===== src/rtl/ecg_pkg.sv =====
// Shared types, constants and helper functions for the easing curve generator.
package ecg_pkg;

  // Position and value formats
  localparam int FRAC_BITS = 16;
  localparam int POS_W     = FRAC_BITS + 1;
  localparam int VAL_W     = FRAC_BITS + 2;
  localparam int QB        = 30;              // internal fraction bits
  localparam int P_W       = QB + 1;          // internal position width
  localparam int CODE_W    = 4;

  localparam logic [POS_W-1:0] POS_ONE = {1'b1, {FRAC_BITS{1'b0}}};
  localparam logic [33:0]      Q_ONE   = 34'd1 << QB;
  localparam logic [P_W-1:0]   Q_ONE_P = {1'b1, {QB{1'b0}}};
  localparam logic [31:0]      HALF_PI_Q = 32'd1686629713;
  localparam logic [31:0]      LN2_Q     = 32'd744261118;
  localparam logic [63:0]      MUL_RND   = 64'd1 << (QB - 1);
  // 9/4 turn offset plus one, elastic phase numerator
  localparam logic [33:0]      EL_OFS    = 34'd2415919105;
  localparam logic [7:0]       EL_DIV3   = 8'd3;

  // Divider and root unit sizes
  localparam int DIV_W    = 40;
  localparam int DIV_STEP = 8;
  localparam int DIV_CYC  = DIV_W / DIV_STEP;
  localparam int SQ_W     = 62;
  localparam int SQ_STEPS = 31;

  // Opcodes
  localparam logic [2:0] OP_TICK    = 3'd0;
  localparam logic [2:0] OP_RUN_FWD = 3'd1;
  localparam logic [2:0] OP_RUN_BWD = 3'd2;
  localparam logic [2:0] OP_STOP    = 3'd3;
  localparam logic [2:0] OP_SET_POS = 3'd4;

  // Curve codes
  localparam logic [CODE_W-1:0] CRV_INOUT_SINE  = 4'd0;
  localparam logic [CODE_W-1:0] CRV_LINEAR      = 4'd1;
  localparam logic [CODE_W-1:0] CRV_INOUT_CUBIC = 4'd2;
  localparam logic [CODE_W-1:0] CRV_INOUT_QUAD  = 4'd3;
  localparam logic [CODE_W-1:0] CRV_INOUT_CIRC  = 4'd4;
  localparam logic [CODE_W-1:0] CRV_IN_QUINT    = 4'd5;
  localparam logic [CODE_W-1:0] CRV_OUT_SINE    = 4'd6;
  localparam logic [CODE_W-1:0] CRV_OUT_ELASTIC = 4'd7;
  localparam logic [CODE_W-1:0] CRV_OUT_QUINT   = 4'd8;

  // Configuration register indexes
  localparam logic [1:0] CFG_FWD_CURVE = 2'd0;
  localparam logic [1:0] CFG_BWD_CURVE = 2'd1;
  localparam logic [1:0] CFG_STEP      = 2'd2;

  localparam logic [CODE_W-1:0] CURVE_RST = 4'd1;
  localparam logic [POS_W-1:0]  STEP_RST  = 17'd1092;

  typedef struct packed {
    logic [2:0]       opcode;
    logic [POS_W-1:0] new_position;
  } ecg_in_t;

  typedef struct packed {
    logic signed [VAL_W-1:0] eased_value;
    logic [POS_W-1:0]        position;
    logic                    done_res;
    logic                    running;
  } ecg_out_t;

  typedef struct packed {
    logic [P_W-1:0]    p;
    logic [CODE_W-1:0] code;
  } ecg_req_t;

  typedef struct packed {
    logic             start;
    logic [DIV_W-1:0] dividend;
    logic [7:0]       divisor;
  } ecg_div_req_t;

  typedef struct packed {
    logic            start;
    logic [SQ_W-1:0] radicand;
  } ecg_sqrt_req_t;

  typedef enum logic [4:0] {
    CS_IDLE, CS_DISPATCH,
    CS_SIN_TH, CS_SIN_M1, CS_SIN_M2, CS_SIN_D, CS_SIN_W, CS_SIN_END,
    CS_SQ_M, CS_SQ_W,
    CS_POW_M, CS_POW_W,
    CS_CIRC_S, CS_CIRC_W,
    CS_EL_DW, CS_EL_TH, CS_EL_Y, CS_EL_Y2,
    CS_EXP_M, CS_EXP_D, CS_EXP_W, CS_EXP_END,
    CS_EL_MAG, CS_EL_FIN,
    CS_DONE
  } ecg_state_t;

  // Divisors of the sine series, 2k(2k+1)
  function automatic logic [7:0] sin_divisor(input logic [2:0] k);
    logic [7:0] d;
    case (k)
      3'd1:    d = 8'd6;
      3'd2:    d = 8'd20;
      3'd3:    d = 8'd42;
      3'd4:    d = 8'd72;
      3'd5:    d = 8'd110;
      3'd6:    d = 8'd156;
      3'd7:    d = 8'd210;
      default: d = 8'd1;
    endcase
    return d;
  endfunction

  // Q30 to Q2.16, rounding half away from zero
  function automatic logic [VAL_W-1:0] to_out(input logic signed [35:0] v);
    logic [35:0] mag;
    logic [35:0] r;
    mag = v[35] ? 36'(-v) : 36'(v);
    r   = (mag + (36'd1 << (QB - FRAC_BITS - 1))) >> (QB - FRAC_BITS);
    if (v[35]) begin
      r = 36'(-r);
    end
    return r[VAL_W-1:0];
  endfunction

endpackage


===== src/rtl/ecg_div.sv =====
// Iterative divider by a small divisor, eight quotient bits per cycle.
module ecg_div import ecg_pkg::*; (
  input  logic             clk,
  input  logic             rst_n,
  input  ecg_div_req_t     req,
  output logic             done,
  output logic [DIV_W-1:0] quot
);

  logic             busy_r;
  logic             done_r;
  logic [2:0]       cnt_r;
  logic [DIV_W-1:0] shf_r;
  logic [7:0]       rem_r;
  logic [7:0]       dsr_r;

  logic [8:0]       rem_v;
  logic [DIV_W-1:0] shf_v;

  // one digit of eight restoring steps
  always_comb begin
    rem_v = {1'b0, rem_r};
    shf_v = shf_r;
    for (int i = 0; i < DIV_STEP; i++) begin
      rem_v = {rem_v[7:0], shf_v[DIV_W-1]};
      shf_v = {shf_v[DIV_W-2:0], 1'b0};
      if (rem_v >= {1'b0, dsr_r}) begin
        rem_v    = rem_v - {1'b0, dsr_r};
        shf_v[0] = 1'b1;
      end
    end
  end

  // control
  always_ff @(posedge clk) begin
    if (!rst_n) begin
      busy_r <= 1'b0;
      done_r <= 1'b0;
      cnt_r  <= '0;
    end else begin
      done_r <= 1'b0;
      if (req.start) begin
        busy_r <= 1'b1;
        cnt_r  <= '0;
      end else if (busy_r) begin
        cnt_r <= cnt_r + 3'd1;
        if (cnt_r == 3'(DIV_CYC - 1)) begin
          busy_r <= 1'b0;
          done_r <= 1'b1;
        end
      end
    end
  end

  // working word: dividend shifts out, quotient shifts in
  always_ff @(posedge clk) begin
    if (req.start) begin
      shf_r <= req.dividend;
      rem_r <= '0;
      dsr_r <= req.divisor;
    end else if (busy_r) begin
      shf_r <= shf_v;
      rem_r <= rem_v[7:0];
    end
  end

  assign done = done_r;
  assign quot = shf_r;

endmodule


===== src/rtl/ecg_sqrt.sv =====
// Iterative integer square root, one result bit per cycle.
module ecg_sqrt import ecg_pkg::*; (
  input  logic           clk,
  input  logic           rst_n,
  input  ecg_sqrt_req_t  req,
  output logic           done,
  output logic [P_W-1:0] root
);

  logic            busy_r;
  logic            done_r;
  logic [4:0]      cnt_r;
  logic [SQ_W-1:0] x_r;
  logic [SQ_W-1:0] r_r;
  logic [SQ_W-1:0] bit_r;
  logic [SQ_W-1:0] sum_w;

  assign sum_w = r_r + bit_r;

  // control
  always_ff @(posedge clk) begin
    if (!rst_n) begin
      busy_r <= 1'b0;
      done_r <= 1'b0;
      cnt_r  <= '0;
    end else begin
      done_r <= 1'b0;
      if (req.start) begin
        busy_r <= 1'b1;
        cnt_r  <= '0;
      end else if (busy_r) begin
        cnt_r <= cnt_r + 5'd1;
        if (cnt_r == 5'(SQ_STEPS - 1)) begin
          busy_r <= 1'b0;
          done_r <= 1'b1;
        end
      end
    end
  end

  // compare, subtract and shift
  always_ff @(posedge clk) begin
    if (req.start) begin
      x_r   <= req.radicand;
      r_r   <= '0;
      bit_r <= SQ_W'(1) << (2 * (SQ_STEPS - 1));
    end else if (busy_r) begin
      if (x_r >= sum_w) begin
        x_r <= x_r - sum_w;
        r_r <= (r_r >> 1) + bit_r;
      end else begin
        r_r <= r_r >> 1;
      end
      bit_r <= bit_r >> 2;
    end
  end

  assign done = done_r;
  assign root = r_r[P_W-1:0];

endmodule


===== src/rtl/ecg_core.sv =====
// Curve sequencer: shared multiplier, divider and root unit under one state machine.
module ecg_core import ecg_pkg::*; (
  input  logic             clk,
  input  logic             rst_n,
  input  logic             start,
  input  ecg_req_t         req,
  output logic             idle,
  output logic             res_valid,
  input  logic             res_ready,
  output logic [VAL_W-1:0] res_value
);

  ecg_state_t state_r, state_nxt;

  logic [P_W-1:0]     p_r;
  logic [CODE_W-1:0]  code_r;
  logic [31:0]        th_r, th_nxt;
  logic [33:0]        term_r, term_nxt;
  logic signed [35:0] sum_r, sum_nxt;
  logic [3:0]         k_r, k_nxt;
  logic [31:0]        b_r, b_nxt;
  logic [31:0]        rr_r, rr_nxt;
  logic [2:0]         cnt_r, cnt_nxt;
  logic [1:0]         q2_r, q2_nxt;
  logic [3:0]         n_r, n_nxt;
  logic [31:0]        s_r, s_nxt;
  logic signed [35:0] val_r, val_nxt;
  logic [33:0]        qm_r;

  logic [31:0]        mul_a, mul_b;
  logic [63:0]        prod_w;
  ecg_div_req_t       div_req;
  logic               div_done;
  logic [DIV_W-1:0]   div_quot;
  ecg_sqrt_req_t      sq_req;
  logic               sq_done;
  logic [P_W-1:0]     sq_root;

  logic               low_w;
  logic [31:0]        u_w, w_w, x_w;
  logic [33:0]        e_w, tn_w;
  logic [31:0]        sclamp_w;
  logic [32:0]        amp_w;
  logic [33:0]        amp_sh_w;
  logic [33:0]        msat_w, mdiff_w;
  logic [P_W-1:0]     rc_w;
  logic signed [35:0] sum_upd_w;
  logic signed [35:0] q_one_s;

  ecg_div u_div (
    .clk  (clk),
    .rst_n(rst_n),
    .req  (div_req),
    .done (div_done),
    .quot (div_quot)
  );

  ecg_sqrt u_sqrt (
    .clk  (clk),
    .rst_n(rst_n),
    .req  (sq_req),
    .done (sq_done),
    .root (sq_root)
  );

  // shared multiplier with Q30 rounding, registered
  assign prod_w = 64'(mul_a) * 64'(mul_b) + MUL_RND;

  always_ff @(posedge clk) begin
    qm_r <= prod_w[63:QB];
  end

  // operand helpers
  assign q_one_s  = $signed({2'b00, Q_ONE});
  assign low_w    = (p_r[P_W-1:P_W-2] == 2'b00);
  assign u_w      = {p_r, 1'b0};
  assign w_w      = {Q_ONE_P - p_r, 1'b0};
  assign x_w      = low_w ? u_w : w_w;
  assign e_w      = {p_r, 3'b000} + {2'b00, p_r, 1'b0};
  assign tn_w     = e_w + EL_OFS;
  assign sum_upd_w = k_r[0] ? (sum_r - $signed({2'b00, div_quot[33:0]}))
                            : (sum_r + $signed({2'b00, div_quot[33:0]}));

  // sine result clamped to [0, 1]
  always_comb begin
    if (sum_r[35]) begin
      sclamp_w = '0;
    end else if (sum_r > q_one_s) begin
      sclamp_w = Q_ONE[31:0];
    end else begin
      sclamp_w = sum_r[31:0];
    end
  end

  // exponential amplitude, rounded shift by the whole part of 10p
  assign amp_w    = sum_r[35] ? '0 : sum_r[32:0];
  assign amp_sh_w = ({1'b0, amp_w} + ((34'd1 << n_r) >> 1)) >> n_r;

  // circular helpers
  assign msat_w  = (qm_r > Q_ONE) ? Q_ONE : qm_r;
  assign mdiff_w = Q_ONE - msat_w;
  assign rc_w    = (sq_root > Q_ONE_P) ? Q_ONE_P : sq_root;

  // state register and data registers
  always_ff @(posedge clk) begin
    if (!rst_n) begin
      state_r <= CS_IDLE;
    end else begin
      state_r <= state_nxt;
    end
  end

  always_ff @(posedge clk) begin
    if (start && state_r == CS_IDLE) begin
      p_r    <= req.p;
      code_r <= req.code;
    end
    th_r   <= th_nxt;
    term_r <= term_nxt;
    sum_r  <= sum_nxt;
    k_r    <= k_nxt;
    b_r    <= b_nxt;
    rr_r   <= rr_nxt;
    cnt_r  <= cnt_nxt;
    q2_r   <= q2_nxt;
    n_r    <= n_nxt;
    s_r    <= s_nxt;
    val_r  <= val_nxt;
  end

  // sequencer
  always_comb begin
    state_nxt = state_r;
    th_nxt    = th_r;
    term_nxt  = term_r;
    sum_nxt   = sum_r;
    k_nxt     = k_r;
    b_nxt     = b_r;
    rr_nxt    = rr_r;
    cnt_nxt   = cnt_r;
    q2_nxt    = q2_r;
    n_nxt     = n_r;
    s_nxt     = s_r;
    val_nxt   = val_r;
    mul_a     = '0;
    mul_b     = '0;
    div_req   = '0;
    sq_req    = '0;
    res_valid = 1'b0;

    case (state_r)
      CS_IDLE: begin
        if (start) begin
          state_nxt = CS_DISPATCH;
        end
      end

      CS_DISPATCH: begin
        case (code_r)
          CRV_INOUT_SINE, CRV_OUT_SINE: begin
            mul_a     = HALF_PI_Q;
            mul_b     = {1'b0, p_r};
            state_nxt = CS_SIN_TH;
          end
          CRV_LINEAR: begin
            val_nxt   = $signed({5'd0, p_r});
            state_nxt = CS_DONE;
          end
          CRV_INOUT_CUBIC, CRV_INOUT_QUAD: begin
            b_nxt     = x_w;
            rr_nxt    = x_w;
            cnt_nxt   = (code_r == CRV_INOUT_CUBIC) ? 3'd2 : 3'd1;
            state_nxt = CS_POW_M;
          end
          CRV_IN_QUINT: begin
            b_nxt     = {1'b0, p_r};
            rr_nxt    = {1'b0, p_r};
            cnt_nxt   = 3'd4;
            state_nxt = CS_POW_M;
          end
          CRV_OUT_QUINT: begin
            b_nxt     = {1'b0, Q_ONE_P - p_r};
            rr_nxt    = {1'b0, Q_ONE_P - p_r};
            cnt_nxt   = 3'd4;
            state_nxt = CS_POW_M;
          end
          CRV_INOUT_CIRC: begin
            mul_a     = x_w;
            mul_b     = x_w;
            state_nxt = CS_CIRC_S;
          end
          CRV_OUT_ELASTIC: begin
            if (p_r == '0) begin
              val_nxt   = '0;
              state_nxt = CS_DONE;
            end else if (p_r >= Q_ONE_P) begin
              val_nxt   = q_one_s;
              state_nxt = CS_DONE;
            end else begin
              div_req.start    = 1'b1;
              div_req.dividend = {6'd0, tn_w};
              div_req.divisor  = EL_DIV3;
              state_nxt        = CS_EL_DW;
            end
          end
          default: begin
            val_nxt   = '0;
            state_nxt = CS_DONE;
          end
        endcase
      end

      // sine series: load angle
      CS_SIN_TH: begin
        th_nxt    = qm_r[31:0];
        term_nxt  = {2'b00, qm_r[31:0]};
        sum_nxt   = $signed({4'd0, qm_r[31:0]});
        k_nxt     = 4'd1;
        state_nxt = CS_SIN_M1;
      end
      CS_SIN_M1: begin
        mul_a     = term_r[31:0];
        mul_b     = th_r;
        state_nxt = CS_SIN_M2;
      end
      CS_SIN_M2: begin
        mul_a     = qm_r[31:0];
        mul_b     = th_r;
        state_nxt = CS_SIN_D;
      end
      CS_SIN_D: begin
        div_req.start    = 1'b1;
        div_req.dividend = {6'd0, qm_r};
        div_req.divisor  = sin_divisor(k_r[2:0]);
        state_nxt        = CS_SIN_W;
      end
      CS_SIN_W: begin
        if (div_done) begin
          term_nxt = div_quot[33:0];
          sum_nxt  = sum_upd_w;
          if (k_r == 4'd7) begin
            state_nxt = CS_SIN_END;
          end else begin
            k_nxt     = k_r + 4'd1;
            state_nxt = CS_SIN_M1;
          end
        end
      end
      CS_SIN_END: begin
        s_nxt = sclamp_w;
        if (code_r == CRV_INOUT_SINE) begin
          state_nxt = CS_SQ_M;
        end else if (code_r == CRV_OUT_SINE) begin
          val_nxt   = $signed({4'd0, sclamp_w});
          state_nxt = CS_DONE;
        end else begin
          state_nxt = CS_EL_Y;
        end
      end

      // in-out sine squares the sine
      CS_SQ_M: begin
        mul_a     = s_r;
        mul_b     = s_r;
        state_nxt = CS_SQ_W;
      end
      CS_SQ_W: begin
        val_nxt   = $signed({2'b00, qm_r});
        state_nxt = CS_DONE;
      end

      // integer powers
      CS_POW_M: begin
        mul_a     = rr_r;
        mul_b     = b_r;
        state_nxt = CS_POW_W;
      end
      CS_POW_W: begin
        rr_nxt = qm_r[31:0];
        if (cnt_r == 3'd1) begin
          if (code_r == CRV_IN_QUINT) begin
            val_nxt = $signed({2'b00, qm_r});
          end else if (code_r == CRV_OUT_QUINT) begin
            val_nxt = q_one_s - $signed({2'b00, qm_r});
          end else if (low_w) begin
            val_nxt = $signed({3'b000, qm_r[33:1]});
          end else begin
            val_nxt = q_one_s - $signed({3'b000, qm_r[33:1]});
          end
          state_nxt = CS_DONE;
        end else begin
          cnt_nxt   = cnt_r - 3'd1;
          state_nxt = CS_POW_M;
        end
      end

      // circular: root of one minus square
      CS_CIRC_S: begin
        sq_req.start    = 1'b1;
        sq_req.radicand = {1'b0, mdiff_w[P_W-1:0], {QB{1'b0}}};
        state_nxt       = CS_CIRC_W;
      end
      CS_CIRC_W: begin
        if (sq_done) begin
          if (low_w) begin
            val_nxt = $signed({5'd0, Q_ONE_P - rc_w}) >>> 1;
          end else begin
            val_nxt = $signed({4'd0, {1'b0, sq_root} + {1'b0, Q_ONE_P}}) >>> 1;
          end
          state_nxt = CS_DONE;
        end
      end

      // elastic: phase, then sine, then decay
      CS_EL_DW: begin
        mul_a = {2'b00, div_quot[27:0], 2'b00};
        mul_b = HALF_PI_Q;
        if (div_done) begin
          q2_nxt    = div_quot[29:28];
          state_nxt = CS_EL_TH;
        end
      end
      CS_EL_TH: begin
        th_nxt    = q2_r[0] ? (HALF_PI_Q - qm_r[31:0]) : qm_r[31:0];
        term_nxt  = {2'b00, th_nxt};
        sum_nxt   = $signed({4'd0, th_nxt});
        k_nxt     = 4'd1;
        state_nxt = CS_SIN_M1;
      end
      CS_EL_Y: begin
        mul_a     = {2'b00, e_w[QB-1:0]};
        mul_b     = LN2_Q;
        n_nxt     = e_w[33:30];
        state_nxt = CS_EL_Y2;
      end
      CS_EL_Y2: begin
        th_nxt    = qm_r[31:0];
        term_nxt  = Q_ONE;
        sum_nxt   = q_one_s;
        k_nxt     = 4'd1;
        state_nxt = CS_EXP_M;
      end

      // exponential series
      CS_EXP_M: begin
        mul_a     = term_r[31:0];
        mul_b     = th_r;
        state_nxt = CS_EXP_D;
      end
      CS_EXP_D: begin
        div_req.start    = 1'b1;
        div_req.dividend = {6'd0, qm_r};
        div_req.divisor  = {4'd0, k_r};
        state_nxt        = CS_EXP_W;
      end
      CS_EXP_W: begin
        if (div_done) begin
          term_nxt = div_quot[33:0];
          sum_nxt  = sum_upd_w;
          if (k_r == 4'd13) begin
            state_nxt = CS_EXP_END;
          end else begin
            k_nxt     = k_r + 4'd1;
            state_nxt = CS_EXP_M;
          end
        end
      end
      CS_EXP_END: begin
        rr_nxt    = amp_sh_w[31:0];
        state_nxt = CS_EL_MAG;
      end
      CS_EL_MAG: begin
        mul_a     = rr_r;
        mul_b     = s_r;
        state_nxt = CS_EL_FIN;
      end
      CS_EL_FIN: begin
        if (q2_r[1]) begin
          val_nxt = q_one_s - $signed({2'b00, qm_r});
        end else begin
          val_nxt = q_one_s + $signed({2'b00, qm_r});
        end
        state_nxt = CS_DONE;
      end

      CS_DONE: begin
        res_valid = 1'b1;
        if (res_ready) begin
          state_nxt = CS_IDLE;
        end
      end

      default: begin
        state_nxt = CS_IDLE;
      end
    endcase
  end

  assign idle      = (state_r == CS_IDLE);
  assign res_value = to_out(val_r);

endmodule


===== src/rtl/easing_curve_generator.sv =====
// Easing curve generator: position, direction and run state with curve evaluation.
// The time from input word to result word depends on the curve and is set by the series on the
// shared multiplier and by the divisions.
// One word at a time: input ready returns once the result has left the core.
// Synchronous active-low reset: position 0, forward, stopped, curves linear, step 1092.
module easing_curve_generator import ecg_pkg::*; (
  input  logic             clk,
  input  logic             rst_n,
  input  logic             in_valid,
  output logic             in_ready,
  input  ecg_in_t          in_data,
  output logic             out_valid,
  input  logic             out_ready,
  output ecg_out_t         out_data,
  input  logic             cfg_we,
  input  logic [1:0]       cfg_index,
  input  logic [POS_W-1:0] cfg_wdata
);

  logic [POS_W-1:0]  pos_r, pos_nxt;
  logic              dir_r, dir_nxt;
  logic              started_r, started_nxt;
  logic [CODE_W-1:0] fwd_curve_r;
  logic [CODE_W-1:0] bwd_curve_r;
  logic [POS_W-1:0]  step_r;
  logic              out_valid_r;
  ecg_out_t          out_data_r;

  logic              in_acc;
  logic              core_idle;
  logic              res_valid;
  logic              res_ready;
  logic [VAL_W-1:0]  res_value;
  ecg_req_t          core_req;
  logic [POS_W:0]    fwd_sum;
  logic              done_w;

  assign in_acc  = in_valid && in_ready;
  assign fwd_sum = {1'b0, pos_r} + {1'b0, step_r};

  // command decode
  always_comb begin
    pos_nxt     = pos_r;
    dir_nxt     = dir_r;
    started_nxt = started_r;
    case (in_data.opcode)
      OP_TICK: begin
        if (started_r) begin
          if (dir_r) begin
            pos_nxt = (fwd_sum > {1'b0, POS_ONE}) ? POS_ONE : fwd_sum[POS_W-1:0];
          end else begin
            pos_nxt = (step_r >= pos_r) ? '0 : pos_r - step_r;
          end
        end
      end
      OP_RUN_FWD: begin
        dir_nxt     = 1'b1;
        started_nxt = 1'b1;
      end
      OP_RUN_BWD: begin
        dir_nxt     = 1'b0;
        started_nxt = 1'b1;
      end
      OP_STOP: begin
        started_nxt = 1'b0;
        pos_nxt     = '0;
      end
      OP_SET_POS: begin
        pos_nxt = (in_data.new_position > POS_ONE) ? POS_ONE : in_data.new_position;
      end
      default: begin
        pos_nxt = pos_r;
      end
    endcase
  end

  assign core_req.p    = {pos_nxt, {(QB - FRAC_BITS){1'b0}}};
  assign core_req.code = dir_nxt ? fwd_curve_r : bwd_curve_r;

  // tween state
  always_ff @(posedge clk) begin
    if (!rst_n) begin
      pos_r     <= '0;
      dir_r     <= 1'b1;
      started_r <= 1'b0;
    end else if (in_acc) begin
      pos_r     <= pos_nxt;
      dir_r     <= dir_nxt;
      started_r <= started_nxt;
    end
  end

  // configuration registers
  always_ff @(posedge clk) begin
    if (!rst_n) begin
      fwd_curve_r <= CURVE_RST;
      bwd_curve_r <= CURVE_RST;
      step_r      <= STEP_RST;
    end else if (cfg_we) begin
      case (cfg_index)
        CFG_FWD_CURVE: fwd_curve_r <= cfg_wdata[CODE_W-1:0];
        CFG_BWD_CURVE: bwd_curve_r <= cfg_wdata[CODE_W-1:0];
        CFG_STEP:      step_r      <= cfg_wdata;
        default:       step_r      <= step_r;
      endcase
    end
  end

  ecg_core u_core (
    .clk      (clk),
    .rst_n    (rst_n),
    .start    (in_acc),
    .req      (core_req),
    .idle     (core_idle),
    .res_valid(res_valid),
    .res_ready(res_ready),
    .res_value(res_value)
  );

  assign in_ready  = core_idle;
  assign res_ready = !out_valid_r || out_ready;
  assign done_w    = dir_r ? (pos_r >= POS_ONE) : (pos_r == '0);

  // output register
  always_ff @(posedge clk) begin
    if (!rst_n) begin
      out_valid_r <= 1'b0;
    end else if (res_valid && res_ready) begin
      out_valid_r <= 1'b1;
    end else if (out_ready) begin
      out_valid_r <= 1'b0;
    end
  end

  always_ff @(posedge clk) begin
    if (res_valid && res_ready) begin
      out_data_r.eased_value <= res_value;
      out_data_r.position    <= pos_r;
      out_data_r.done_res    <= done_w;
      out_data_r.running     <= started_r;
    end
  end

  assign out_valid = out_valid_r;
  assign out_data  = out_data_r;

endmodule


===== config.mk =====
export PLATFORM = sky130hd
export DESIGN_NAME = easing_curve_generator
export DESIGN_NICKNAME = d
export VERILOG_FILES = /design/src/rtl/ecg_pkg.sv /design/src/rtl/ecg_div.sv /design/src/rtl/ecg_sqrt.sv /design/src/rtl/ecg_core.sv /design/src/rtl/easing_curve_generator.sv
export SDC_FILE = /design/constraint.sdc
export NUM_CORES = 2
export LEC_CHECK = 0
export ABC_CLOCK_PERIOD_IN_PS = 23000
export BUFFER_PORTS_ARGS = -buffer_cell sky130_fd_sc_hd__clkbuf_2
export CORE_ASPECT_RATIO = 2
export CORE_MARGIN = 3
export CORE_UTILIZATION = 67
export DETAILED_ROUTE_END_ITERATION = 16
export PLACE_DENSITY = 0.86
export SYNTH_ARGS = -nofsm -noshare
export SYNTH_HDL_FRONTEND = slang
export SYNTH_HIERARCHICAL = 1
export SYNTH_SLANG_ARGS = --single-unit

===== constraint.sdc =====
create_clock -name clk -period 23 [get_ports clk]
set_clock_uncertainty 0.1 [all_clocks]
set_input_delay 3.45 -clock clk [delete_from_list [all_inputs] [get_ports clk]]
set_output_delay 3.45 -clock clk [all_outputs]
set_load 0.01 [all_outputs]

==> results of run 1 <==
==> per-stage QoR <==
step	instances	cell area (um^2)	hold WS (ps)
2_1_floorplan	10900	89800	306
3_3_place_gp	12300	92200	350
3_5_place_dp	12300	92200	375
4_1_cts	12400	94300	398
==> cells in the mapped netlist (all sizes together), types with 177 or more instances <==
library cell,n
o21ai,612
a21oi,558
inv,1258
nand2,1278
xnor2,358
dfxtp,197
edfxtp,424
fa,911
ha,611
nor2,1193
clkbuf,551
nor3,177
==> cell families after synthesis <==
kind of cell / synth area share [%]
other: 0.00838
AO/OA/AOI/OAI: 18.8
adder cells (fa/ha/maj): 28.9
XOR/XNOR: 5.22
AND/OR/NAND/NOR: 17.7
buffers and inverters: 8.37
flip-flops: 18.6
multiplexers: 2.33
==> metal layers <==
layer,GRT usage [%],overflow
met4,75.8,586
met3,53.9,55
met1,71.0,17
met2,96.4,1246
met5,18.9,7
==> results.py, run 1 <==
metrics = {
    "outcome": {
        "status": "aborted with a tool error",
        "stop_stage": "global routing",
        "error_line": "[ERROR GRT-0116] Global routing finished with congestion. Check the congestion regions in the DRC Viewer.",
    },
    "synth": {
        "synth_ff_type": "edfxtp_1",
        "synth_seq_cells": 621,
        "ys_async_sr_fraction_pct": 0,
        "ys_seq_area_share_pct": 18.6,
        "synth.avg_cell_area_um2": 8.30,
        "synth_edf_count": 424,
        "synth_top_area_cell": "fa_1",
        "syn_inst": 10800,
        "yosysWarningCount": 6,
        "syn_area_um2": 89600,
        "yosys.cell_types.count": 139,
        "synth_area_leaders": "fa_1, edfxtp_1, ha_1",
        "synth_top_cell_area_share_pct": 20.3,
    },
    "clocking": {
        "postCtsSetupBuffers": 0,
        "post_cts_resized": 0,
        "clk_path_buf_depth": 3,
        "cts_hold_buf": 0,
        "root_buffer": "clkbuf_16",
        "cts-htree-levels": 2,
        "cts_num_sinks": 621,
        "cts_buffers": 61,
    },
    "die": {
        "row_count": 189,
        "die_x_um": 265,
        "die-height_um": 523,
        "ios": 83,
        "initial_utilization_pct": 67.6,
    },
    "place": {
        "port_buffers": 82,
        "dp.final_hpwl_mm": 318,
        "pre_cts_slack_ps": 3430,
        "gp_congestion": 1.24,
    },
    "grt": {
        "grt_pass1_wl_mm": 775,
        "overflow": 1911,
        "grt_max_degree": 85,
        "grt_usage_pct": 73.7,
        "first_global_vias": 107000,
    },
}
==> run 2, diff against run 1 <==
--- a/config.mk
+++ b/config.mk
@@ -7,11 +7,10 @@
 export LEC_CHECK = 0
 export ABC_CLOCK_PERIOD_IN_PS = 23000
 export BUFFER_PORTS_ARGS = -buffer_cell sky130_fd_sc_hd__clkbuf_2
-export CORE_ASPECT_RATIO = 2
 export CORE_MARGIN = 3
-export CORE_UTILIZATION = 67
+export CORE_UTILIZATION = 40
 export DETAILED_ROUTE_END_ITERATION = 16
-export PLACE_DENSITY = 0.86
+export PLACE_DENSITY_LB_ADDON = 0.15
 export SYNTH_ARGS = -nofsm -noshare
 export SYNTH_HDL_FRONTEND = slang
 export SYNTH_HIERARCHICAL = 1
==> results.py, run 2 <==
metrics = {
    "worst_setup_path": {
        "critPathRequiredTime_ps": 23490,
        "rr_startpoint": "u_core/u_div/dsr_r[6]",
        "arrival_ps": 20150,
        "cp_max_fo": 20,
        "crit_path_end_kind": "flop",
        "cp-start-kind": "flop",
        "cpPeakStageDelay_ps": 680,
        "cpMaxStageDelayCell": "a22o_1",
        "path_common_cell": "o21ai_0",
        "crit_start": "u_core/u_div/dsr_r[6]",
        "crit_type": "reg -> reg",
    },
    "place": {
        "port_buffers": 82,
        "gp_congestion": 1.05,
        "dp.final_hpwl_mm": 286,
        "dp_cells": 13500,
    },
    "final_layout": {
        "nets": 12200,
        "syn_to_final_growth_pct": 7.78,
        "fin_cells": 13700,
        "drive_gt1_share_pct": 7.74,
        "seqCellArea_um2": 16700,
        "multi_input_area_um2": 66100,
        "final_common_cell": "nand2_1",
        "final_cell_mix": "nand2_1, inv_1, nor2_1, fa_1, ha_1",
        "fillers": 22300,
    },
    "clocking": {
        "clock_latency_ps": 730,
        "cts_buffers": 82,
        "tritoncts": "built",
        "root_buffer": "clkbuf_16",
        "cts-htree-levels": 3,
        "cts_num_sinks": 621,
        "cts.clk_slew.worst_paths_ps": 60,
        "post_cts_resized": 0,
        "clk_path_buf_depth": 3,
        "postCtsSetupBuffers": 0,
        "cts_hold_buf": 0,
    },
    "grt": {
        "antenna_found_initial": 20,
        "overflow": 0,
        "grt_max_degree": 98,
        "grt_pass1_wl_mm": 552,
        "first_global_vias": 82100,
        "grt_usage_pct": 32.0,
    },
    "synth": {
        "synth_mux_area_share_pct": 2.33,
        "synth_top_family_by_area": "adder cells",
        "synth_ff_type": "edfxtp_1",
        "ys_seq_area_share_pct": 18.6,
        "yosys.cell_types.count": 139,
        "syn_inst": 10800,
        "ys_async_sr_fraction_pct": 0,
        "syn_area_um2": 89600,
        "synth.most_common_cell": "nand2_1",
        "synth_edf_count": 424,
        "synth_compound_area_share_pct": 18.8,
        "synthAdderAreaFrac_pct": 28.9,
        "synth_top_area_cell": "fa_1",
        "synth_common_cells": "nand2_1, inv_1, nor2_1, fa_1, ha_1",
        "synth.avg_cell_area_um2": 8.30,
        "synthSimpleGateAreaFrac_pct": 17.7,
        "yosysWarningCount": 6,
        "synth_xor_area_share_pct": 5.22,
        "synth_area_leaders": "fa_1, edfxtp_1, ha_1",
        "synth_seq_cells": 621,
        "synth_top_cell_area_share_pct": 20.3,
    },
    "drt": {
        "wl_per_cell_um": 27.5,
        "vias_per_cell": 6.05,
        "first_pass_iters": 10,
        "dr_total_vias": 82800,
        "drc": 0,
        "drtIter0Drc": 10500,
        "drt-total-wl_mm": 376,
        "antenna_left": 0,
    },
    "timing": {
        "final-max-slew-violation-count": 0,
        "holdWs_ps": 371,
        "setup_tns_ps": 0,
        "period_minus_slack_ps": 19660,
        "timing.final.crit_share_pct": 85.5,
        "setup_viol": 0,
        "clock.fmax_ghz": 0.0509,
        "finalHoldViolations": 0,
        "slew_headroom_pct": 2.52,
        "rsz0062_at_grt": "false",
        "worstMarginPinSlew_ps": 1460,
    },
    "flow_run": {
        "maxCapViolCount": 0,
    },
    "die": {
        "row_count": 173,
        "dieArea_um2": 230000,
        "core_area_um2": 223000,
        "die_x_um": 479,
        "ios": 83,
        "die-height_um": 479,
        "initial_utilization_pct": 40.3,
    },
    "outcome": {
        "status": "completed",
    },
    "min_path": {
        "worstHoldStart": "fwd_curve_r[0]",
        "hold_path.class": "reg -> reg",
    },
}
==> run 2: cell counts after synthesis <==
No cell type changed its count.
==> run 2: through the flow <==
step / cell area, um^2 / setup slack (ps) / util [%]
CTS: 96600 / 3210 / 43.4
global placement: 93800 / 2850 / 42.1
global route: 96600 / 1400 / 43.4
floorplan: 89800 / 6980 / -
detailed placement: 93800 / 3280 / 42.1
finish: 96600 / 3340 / 43.4
==> run 2: worst max-delay path, delay by kind of cell, from the launching register on <==
family	cells	cell delay [ps]
compound gates	45	9850
mux	3	1480
buf+inv	3	790
fa+ha+maj	8	2690
flops	1	350
simple gates	21	4250
==> run 2: worst paths after layout <==
| kind | to | slack, ps | cells after the start |
|---|---|---|---|
| setup / recovery | u_core/u_div/rem_r[2] | 3340 | 80 |
| hold reg to reg | fwd_curve_r[0] | 370 | 2 |
| setup reg to reg | u_core/u_div/rem_r[2] | 3340 | 80 |
| hold / removal | fwd_curve_r[0] | 370 | 2 |
==> run 2: logic make-up (layout without fill, tap and decap cells) <==
group | Yosys count | after routing
buffers and inverters | 1931 | 1779
adder cells (fa/ha/maj) | 1523 | 1523
flip-flops | 621 | 621
other | 2 | 59
multiplexers | 192 | 192
AND/OR/NAND/NOR | 3526 | 3526
AO/OA/AOI/OAI | 2472 | 2472
XOR/XNOR | 534 | 534
==> run 2: per-layer routing <==
metal	wire length (um)	track usage, %	vias up
met4	17000	12.3	10
li1	-	-	36500
met1	157000	43.6	41000
met5	72	0	-
met2	162000	49.0	4325
met3	39900	7.78	854
==> run 2: final cells by class <==
cell class / instances / share of cell area (%)
Multi-Input combinational cell: 8299 / 68.4
Clock buffer: 98 / 2.32
Clock inverter: 56 / 0.607
Tap cell: 2975 / 3.85
Timing Repair Buffer: 364 / 2.62
Sequential cell: 621 / 17.3
Antenna cell: 7 / 0.0181
Inverter: 1261 / 4.91
Power of run 2 is not shown: default switching activity piles up to over one toggle a cycle in this logic, so the estimate is an artifact.
